## src/rtl/bitmap_block_allocator_macros.svh

```systemverilog
// ----------------------------------------------------------------------------
// Bitmap block allocator assertion macros
// Concurrent assertion wrappers; empty when SYNTHESIS is defined.
// ----------------------------------------------------------------------------
`ifndef BITMAP_BLOCK_ALLOCATOR_MACROS_SVH
`define BITMAP_BLOCK_ALLOCATOR_MACROS_SVH

`ifndef SYNTHESIS
`define BBA_ASSERT(lbl, clk, rst, prop) \
   lbl: assert property (@(posedge clk) disable iff (rst) prop) \
      else $error("bitmap_block_allocator: assertion failed");
`define BBA_ASSERT_ALWAYS(lbl, clk, prop) \
   lbl: assert property (@(posedge clk) prop) \
      else $error("bitmap_block_allocator: assertion failed");
`else
`define BBA_ASSERT(lbl, clk, rst, prop)
`define BBA_ASSERT_ALWAYS(lbl, clk, prop)
`endif

`endif

```

## src/rtl/bba_pkg.sv

```systemverilog
// ----------------------------------------------------------------------------
// Bitmap block allocator package
// Sizes, command and status codes, and sequencer states.
// ----------------------------------------------------------------------------
package bba_pkg;

   localparam int MAX_BLOCKS = 4096;
   localparam int WORD_BITS  = 64;
   localparam int WORD_COUNT = (MAX_BLOCKS + WORD_BITS - 1) / WORD_BITS;
   localparam int WORD_IDX_W = $clog2(WORD_COUNT);
   localparam int BIT_IDX_W  = $clog2(WORD_BITS);
   localparam int BLOCK_W    = 12;
   localparam int COUNT_W    = 13;

   typedef enum logic [1:0] {
      CMD_ALLOC = 2'd0,
      CMD_FREE  = 2'd1,
      CMD_MARK  = 2'd2,
      CMD_CLEAR = 2'd3
   } cmd_type;

   typedef enum logic [1:0] {
      ST_OK      = 2'd0,
      ST_RANGE   = 2'd1,
      ST_NOSPACE = 2'd2,
      ST_SAME    = 2'd3
   } status_type;

   typedef enum logic [1:0] {
      S_IDLE,
      S_SCAN,
      S_MARK,
      S_RESP
   } state_type;

endpackage

```

## src/rtl/bba_ram.sv

```systemverilog
// ----------------------------------------------------------------------------
// Bitmap block allocator RAM
// Generic single-write, single-read RAM with registered read data.
// ----------------------------------------------------------------------------
module bba_ram #(
   parameter int WIDTH = 64,
   parameter int DEPTH = 64
) (
   input  logic                     clock,
   input  logic                     wr_en,
   input  logic [$clog2(DEPTH)-1:0] wr_addr,
   input  logic [WIDTH-1:0]         wr_data,
   input  logic [$clog2(DEPTH)-1:0] rd_addr,
   output logic [WIDTH-1:0]         rd_data
);

   logic [WIDTH-1:0] mem_ff [DEPTH];
   logic [WIDTH-1:0] rd_data_ff;

   always_ff @(posedge clock) begin
      if (wr_en) begin
         mem_ff[wr_addr] <= wr_data;
      end
      rd_data_ff <= mem_ff[rd_addr];
   end

   assign rd_data = rd_data_ff;

endmodule

```

## src/rtl/bitmap_block_allocator.sv

```systemverilog
// ----------------------------------------------------------------------------
// Bitmap block allocator
// First-fit allocator over a used/free bitmap of blocks, one RAM word per 64
// blocks, with a count of used blocks. Allocate, free, mark used, clear all.
//
//   channel  ports                                     direction
//   req      req_valid/req_stall, command, target       in
//   rsp      rsp_valid/rsp_stall, status, granted, used out
//   csr      csr_wr_en, csr_wr_data (block_count)       in
//
// Allocate: one bitmap word scanned per cycle, up to 64, between the accept and
// response states.
// Free and mark-used: word read, check/write, response.
// Clear all: accept, then response; row valid bits are cleared at once.
// Synchronous reset frees every block and sets block_count to 4096.
// One transaction at a time; req_stall stays high until the response is taken.
// ----------------------------------------------------------------------------
`include "bitmap_block_allocator_macros.svh"

module bitmap_block_allocator
   import bba_pkg::*;
(
   input  logic                 clock,
   input  logic                 reset,
   input  logic                 req_valid,
   output logic                 req_stall,
   input  logic [1:0]           req_command,
   input  logic [BLOCK_W-1:0]   req_target_block,
   output logic                 rsp_valid,
   input  logic                 rsp_stall,
   output logic [1:0]           rsp_status,
   output logic [BLOCK_W-1:0]   rsp_granted_block,
   output logic [COUNT_W-1:0]   rsp_used_total,
   input  logic                 csr_wr_en,
   input  logic [COUNT_W-1:0]   csr_wr_data
);

   state_type               state_ff, state_in;
   cmd_type                 cmd_ff, cmd_in;
   logic [BLOCK_W-1:0]      target_ff, target_in;
   logic [WORD_IDX_W-1:0]   word_ff, word_in;
   logic [WORD_IDX_W-1:0]   chk_ff, chk_in;
   logic [WORD_COUNT-1:0]   valid_ff, valid_in;
   logic [COUNT_W-1:0]      used_ff, used_in;
   logic [COUNT_W-1:0]      limit_ff, limit_in;
   status_type              status_ff, status_in;
   logic [BLOCK_W-1:0]      granted_ff, granted_in;

   logic                    req_accept;
   logic [COUNT_W-1:0]      limit_eff;
   logic [WORD_IDX_W-1:0]   rd_addr;
   logic [WORD_BITS-1:0]    rd_data;
   logic                    wr_en;
   logic [WORD_IDX_W-1:0]   wr_addr;
   logic [WORD_BITS-1:0]    wr_data;

   logic [WORD_IDX_W-1:0]   eff_idx;
   logic [WORD_BITS-1:0]    word_eff;
   logic                    free_found;
   logic [BIT_IDX_W-1:0]    free_idx;
   logic [COUNT_W-1:0]      scan_base;
   logic [COUNT_W-1:0]      scan_cand;
   logic                    scan_past;
   logic                    scan_grant;
   logic                    scan_done;
   logic [WORD_IDX_W-1:0]   tgt_word;
   logic [BIT_IDX_W-1:0]    tgt_bit;
   logic                    tgt_range;
   logic                    tgt_cur;
   logic                    mark_use;

   assign req_accept = req_valid && !req_stall;
   assign limit_eff  = (limit_ff < COUNT_W'(MAX_BLOCKS)) ? limit_ff : COUNT_W'(MAX_BLOCKS);

   bba_ram #(
      .WIDTH (WORD_BITS),
      .DEPTH (WORD_COUNT)
   ) u_bitmap (
      .clock   (clock),
      .wr_en   (wr_en),
      .wr_addr (wr_addr),
      .wr_data (wr_data),
      .rd_addr (rd_addr),
      .rd_data (rd_data)
   );

   // word under test; rows never written since clear read as free
   assign tgt_word = target_ff[BIT_IDX_W +: WORD_IDX_W];
   assign tgt_bit  = target_ff[BIT_IDX_W-1:0];
   assign eff_idx  = (state_ff == S_MARK) ? tgt_word : chk_ff;
   assign word_eff = valid_ff[eff_idx] ? rd_data : '0;

   always_comb begin
      free_found = 1'b0;
      free_idx   = '0;
      for (int i = WORD_BITS - 1; i >= 0; i--) begin
         if (!word_eff[i]) begin
            free_found = 1'b1;
            free_idx   = BIT_IDX_W'(i);
         end
      end
   end

   assign scan_base  = COUNT_W'({chk_ff, {BIT_IDX_W{1'b0}}});
   assign scan_cand  = COUNT_W'({chk_ff, free_idx});
   assign scan_past  = scan_base >= limit_eff;
   assign scan_grant = !scan_past && free_found && (scan_cand < limit_eff);
   assign scan_done  = scan_past || free_found || (chk_ff == WORD_IDX_W'(WORD_COUNT - 1));

   assign tgt_range = COUNT_W'(target_ff) >= limit_eff;
   assign tgt_cur   = word_eff[tgt_bit];
   assign mark_use  = (cmd_ff == CMD_MARK);

   // next state
   always_comb begin
      state_in = state_ff;
      unique case (state_ff)
         S_IDLE: begin
            if (req_accept) begin
               unique case (cmd_type'(req_command))
                  CMD_ALLOC: state_in = S_SCAN;
                  CMD_FREE,
                  CMD_MARK:  state_in = S_MARK;
                  CMD_CLEAR: state_in = S_RESP;
               endcase
            end
         end
         S_SCAN: begin
            if (scan_done) begin
               state_in = S_RESP;
            end
         end
         S_MARK: state_in = S_RESP;
         S_RESP: begin
            if (!rsp_stall) begin
               state_in = S_IDLE;
            end
         end
      endcase
   end

   // datapath and outputs
   always_comb begin
      cmd_in     = cmd_ff;
      target_in  = target_ff;
      word_in    = word_ff;
      chk_in     = chk_ff;
      valid_in   = valid_ff;
      used_in    = used_ff;
      status_in  = status_ff;
      granted_in = granted_ff;
      limit_in   = csr_wr_en ? csr_wr_data : limit_ff;
      rd_addr    = word_ff;
      wr_en      = 1'b0;
      wr_addr    = eff_idx;
      wr_data    = word_eff;
      req_stall  = 1'b1;
      rsp_valid  = 1'b0;
      unique case (state_ff)
         S_IDLE: begin
            req_stall = 1'b0;
            rd_addr   = (cmd_type'(req_command) == CMD_ALLOC) ? '0
                        : req_target_block[BIT_IDX_W +: WORD_IDX_W];
            if (req_accept) begin
               cmd_in     = cmd_type'(req_command);
               target_in  = req_target_block;
               word_in    = WORD_IDX_W'(1);
               chk_in     = '0;
               status_in  = ST_OK;
               granted_in = '0;
               if (cmd_type'(req_command) == CMD_CLEAR) begin
                  valid_in = '0;
                  used_in  = '0;
               end
            end
         end
         S_SCAN: begin
            word_in = word_ff + WORD_IDX_W'(1);
            chk_in  = word_ff;
            if (scan_done) begin
               if (scan_grant) begin
                  wr_en             = 1'b1;
                  wr_data           = word_eff | (WORD_BITS'(1) << free_idx);
                  valid_in[chk_ff]  = 1'b1;
                  used_in           = used_ff + COUNT_W'(1);
                  status_in         = ST_OK;
                  granted_in        = BLOCK_W'(scan_cand);
               end else begin
                  status_in = ST_NOSPACE;
               end
            end
         end
         S_MARK: begin
            priority if (tgt_range) begin
               status_in = ST_RANGE;
            end else if (tgt_cur == mark_use) begin
               status_in = ST_SAME;
            end else begin
               wr_en              = 1'b1;
               wr_data            = mark_use ? (word_eff | (WORD_BITS'(1) << tgt_bit))
                                             : (word_eff & ~(WORD_BITS'(1) << tgt_bit));
               valid_in[tgt_word] = 1'b1;
               used_in            = mark_use ? used_ff + COUNT_W'(1) : used_ff - COUNT_W'(1);
               status_in          = ST_OK;
            end
         end
         S_RESP: rsp_valid = 1'b1;
      endcase
   end

   always_ff @(posedge clock) begin
      if (reset) begin
         state_ff <= S_IDLE;
         valid_ff <= '0;
         used_ff  <= '0;
         limit_ff <= COUNT_W'(MAX_BLOCKS);
      end else begin
         state_ff <= state_in;
         valid_ff <= valid_in;
         used_ff  <= used_in;
         limit_ff <= limit_in;
      end
   end

   always_ff @(posedge clock) begin
      cmd_ff     <= cmd_in;
      target_ff  <= target_in;
      word_ff    <= word_in;
      chk_ff     <= chk_in;
      status_ff  <= status_in;
      granted_ff <= granted_in;
   end

   assign rsp_status        = status_ff;
   assign rsp_granted_block = granted_ff;
   assign rsp_used_total    = used_ff;

   `BBA_ASSERT(a_no_accept_during_rsp, clock, reset, req_accept |-> !rsp_valid)
   `BBA_ASSERT(a_grant_only_alloc, clock, reset,
      (rsp_valid && rsp_granted_block != '0) |-> (cmd_ff == CMD_ALLOC && status_ff == ST_OK))
   `BBA_ASSERT(a_scan_count_stable, clock, reset,
      (state_ff == S_SCAN && state_in == S_SCAN) |=> $stable(used_ff))
   `BBA_ASSERT(a_free_decrements, clock, reset,
      ($rose(rsp_valid) && cmd_ff == CMD_FREE && status_ff == ST_OK)
      |-> (used_ff == $past(used_ff) - COUNT_W'(1)))
   `BBA_ASSERT_ALWAYS(a_used_bound, clock, reset || (used_ff <= COUNT_W'(MAX_BLOCKS)))

endmodule
```

## config.mk

```make
export PLATFORM = sky130hd
export DESIGN_NAME = bitmap_block_allocator
export DESIGN_NICKNAME = d
export VERILOG_FILES = /design/src/rtl/bba_pkg.sv /design/src/rtl/bba_ram.sv /design/src/rtl/bitmap_block_allocator.sv
export VERILOG_INCLUDE_DIRS = /design/src /design/src/rtl
export SDC_FILE = /design/constraint.sdc
export NUM_CORES = 2
export LEC_CHECK = 0
export ABC_CLOCK_PERIOD_IN_PS = 7800
export BUFFER_PORTS_ARGS = -buffer_cell sky130_fd_sc_hd__buf_4
export CORE_ASPECT_RATIO = 1.2
export CORE_MARGIN = 10
export CORE_UTILIZATION = 45
export DETAILED_ROUTE_END_ITERATION = 7
export HOLD_SLACK_MARGIN = 0.02
export SETUP_SLACK_MARGIN = 0.05
export SLEW_MARGIN = 15
export SYNTH_ARGS = -nofsm -noshare
export SYNTH_HDL_FRONTEND = slang
export SYNTH_SLANG_ARGS = --single-unit
```

## constraint.sdc

```tcl
create_clock -name clock -period 7.8 [get_ports clock]
set_input_delay 1.17 -clock clock [delete_from_list [all_inputs] [get_ports clock]]
set_output_delay 1.17 -clock clock [all_outputs]
set_load 0.05 [all_outputs]
```

==> key figures <==
Logic synthesis
  • Ys Warns: 0
  • Yosys top cell by area: edfxtp_1
  • Ys flop type: edfxtp_1
  • Flops & latches, synth: ~4300
  • Mapped Area: 0.1745 mm^2
  • Top post-synthesis cells by count: nand2_1 (4268), edfxtp_1 (4136), nand3_1 (1096)
  • Sequential fraction of the synthesis area: ~73%
  • Post-synth top area share: 71.18%
  • Mean Syn Cell Area: 12.65 um^2
  • Syn Nets: roughly 14000
  • Most frequent cell after synthesis: nand2_1
  • Netlist cell types: 84
  • Area contributors post-synth: edfxtp_1 (71%), nand2_1 (9.2%), a311oi_1 (3.9%)
  • Synth async-reset ratio: 0%
  • Post-Synthesis Cells: approximately 14000
  • Number of enable flip-flop cells after synthesis: between 4000 and 5000

Power and ir drop
  • Clk pwr share: 20.3%
  • Power Dens Cells: about 500 mW/mm^2
  • Switching Share: between 40 and 50%
  • VDD IR max: roughly 0.00055 V
  • LEAKAGE: between 60 and 70 nW
  • Sequential power share: around a third
  • Overall power: approximately 0.1 W
  • Combinational share of power: 46.3%
  • Internal power: 0.05555 W
  • Sw Pwr: approximately 0.044 W

Timing
  • Fin. max-slew vios: 0
  • Relative slew slack: 8.589%
  • Worst Tran Pin Value: ~1.4 ns
  • RSZ-0062 raised after global routing: false
  • Final setup fails: 0
  • Tmin final: around 7.4 ns
  • Tcrit/Tclk final: 95.01%
  • Fmax: approximately 130 MHz
  • Final hold vios: 0
  • Final setup skew: a little under 0.05 ns

CTS
  • Clk pin slew, worst setup/hold paths: roughly 0.070 ns
  • Post-CTS setup buffer count: 0
  • TritonCTS Sinks: 4292
  • Maximum buffer depth of the clock tree: 4
  • Hold-fix buffers, CTS: 0
  • Clock latency on the worst-skew pair: 1.02 ns
  • CTS resizes: 0
  • Cts bufs inserted: 411
  • CTS tree: done
  • CTS H-Tree Depth: 5
  • Root Driver: clkbuf_16

Critical path
  • Worst setup endpoint: u_bitmap.mem_ff[8][39]
  • R2r endpoint: u_bitmap.mem_ff[8][39]
  • Worst R2R Start: state_ff[0]
  • Crit. End Element: register
  • Startpoint Class: register
  • Crit path max fanout: 21
  • Critical Path Source: state_ff[0]
  • Register-to-Register Path Depth: 22
  • WP data arrival: between 8 and 9 ns
  • CP Data Required Time: 8.63 ns
  • WS Path Type: reg -> reg
  • Reg2reg setup slack: roughly 0.39 ns

Floorplan
  • Core box area: 0.3863 mm^2
  • Die width: roughly 590 um
  • Starting Density: roughly 45%
  • Site Rows: 250
  • DIE AREA: around 0.41 mm^2
  • Die height: approximately 700 um
  • Top-level I/O count: 61

Drt
  • Antenna-violating nets left: 0
  • Post-DR vias/cell: around 6.1
  • DR vias: approximately 120k
  • DR DRC count: 0
  • WL/cell: 28.91 um
  • Iter 0 DRT Violations: 14770
  • Pre-antenna DRT Iters: 6
  • Routed WL: roughly 560 mm

Finish
  • Register Area: ~0.13 mm^2
  • Nets: 13910
  • Multi-input gate area: around 0.045 mm^2
  • Layout cells sized above 1: 10.07%
  • Final Core Density: between 50% and 60%
  • # fillers: 32510
  • Area delta synth->final: 14.14%

Global route
  • Vias in the first global route: 112800
  • Initial antenna violation count: 22
  • Largest net degree at the start of global routing: 132
  • First-pass GRT wire length: 805.3 mm
  • Global-route usage over all layers: between 20% and 30%
  • GRT overflow: 0

Place
  • DP Wirelength: 327.3 mm
  • GP Congestion: 0.9676
  • Buffers added on ports: 60

Worst hold path
  • Hold Path Class: in -> reg

Run
  • Max cap viols: 0

Run status
  • Outcome: complete, no violations
-- sequential cells by signal, indices dropped and copies added (netlist names) --
signal and count:
chk_ff 6, cmd_ff 2, limit_ff 13, rsp_granted_block 12, rsp_status 2, rsp_used_total 13, state_ff 2, target_ff 12
u_bitmap.mem_ff 4096, u_bitmap.rd_data 64, valid_ff 64, word_ff 6
-- how the worst min path moves through the flow --
stage	start	to	slack, ns	depth (start not counted)
2_1_floorplan	valid_ff[46]	valid_ff[46]	0.43	1
3_3_place_gp	valid_ff[20]	valid_ff[20]	0.45	1
3_5_place_dp	valid_ff[44]	valid_ff[44]	0.46	1
4_1_cts	req_target_block[2]	target_ff[2]	0.27	1
5_1_grt	req_target_block[3]	target_ff[3]	0.31	1
6_report	req_target_block[2]	target_ff[2]	0.34	1
-- stage by stage --
stage	cell area (um^2)	worst slack [ns]	setup TNS, ns	cells	hold slack (ns)
final	199200	0.3892	0	19360	0.3351
after global routing	199200	0.1290	0	19360	0.3070
after CTS	199100	0.5704	0	19350	0.2715
after detailed placement	185700	0.6312	0	18600	0.4576
after global placement	185600	0.6087	0	18590	0.4527
after floorplan	174500	-0.2079	-733.56	13790	0.4322
-- power groups by stage --
| stage | Combinational [W] | Clock, W | Sequential, W |
|---|---|---|---|
| CTS | 0.0454 | 0.0204 | 0.0331 |
| floorplan | 0.0235 | 0 | 0.0341 |
| finish | 0.0460 | 0.0202 | 0.0331 |
| detailed placement | 0.0453 | 0 | 0.0336 |
| global route | 0.0486 | 0.0212 | 0.0331 |
| global placement | 0.0449 | 0 | 0.0336 |
-- final cells by class --
cell class                 count  area share [%]
antenna                        7        0.008795
clock buffer                 532           5.602
multi-input combinational   8451           22.40
sequential                  4292           63.93
inverter                      36         0.06785
clock inverter               224           1.152
timing repair buffer         652           3.597
tap                         5166           3.245
-- cell usage in the layout, fill, tap and decap left out, types with 17 or more instances in the layout --
cell,instances
nand2b_1,39
o21a_1,72
nor2_4,64
clkinv_1,73
a211oi_1,194
a311oi_1,768
o21ai_4,17
and2_1,30
nand3_1,1094
clkbuf_1,87
and3_1,522
o221ai_4,34
a21oi_1,330
mux2i_1,28
edfxtp_1,4136
nand4_1,30
buf_12,179
nor2_1,170
o211ai_1,46
buf_4,468
ha_1,35
a31oi_1,272
a22oi_1,67
bufinv_16,38
clkbuf_16,418
inv_1,36
clkbuf_8,27
clkinv_2,72
nand2_1,4266
o21ai_0,63
dfxtp_1,156
nor3_1,43
-- per-layer routing --
layer,GRT usage [%],wire length [um]
met1,35.38,219700
met2,42.01,264400
met3,3.890,49160
met4,10.74,26290
met5,0.05776,75
-- critical path, stage by stage (launching register included) --
cell and delay [ns]:
dfxtp_1 0.34, inv_1 0.13, ha_1 0.52, mux2i_4 0.67, nor2_1 0.12, and3_1 0.18, o311a_1 0.33, a211oi_2 0.26
o211ai_2 0.18, buf_4 0.22, or3_1 0.45, nor2b_1 0.24, ha_1 0.28, a21o_1 0.18, a41o_1 0.20, nand4_1 0.12
o21a_1 0.16, o41a_1 0.50, or4b_1 0.82, o21ai_0 0.30, nand2_1 0.10, nand2_2 0.61, buf_12 0.24
-- kinds of logic (layout without fill, tap and decap cells) --
family / after synthesis / after routing / synth area share, %
AND/OR/NAND/NOR: 6344 / 6344 / 15.51
buffers and inverters: 1049 / 1444 / 2.301
AO/OA/AOI/OAI: 2013 / 2013 / 8.541
other: 0 / 7 / 0
multiplexers: 48 / 48 / 0.3750
adder cells (fa/ha/maj): 35 / 35 / 0.2510
flip-flops: 4292 / 4292 / 72.97
XOR/XNOR: 11 / 11 / 0.05521
Note: power is estimated with default switching activity, not from simulation.
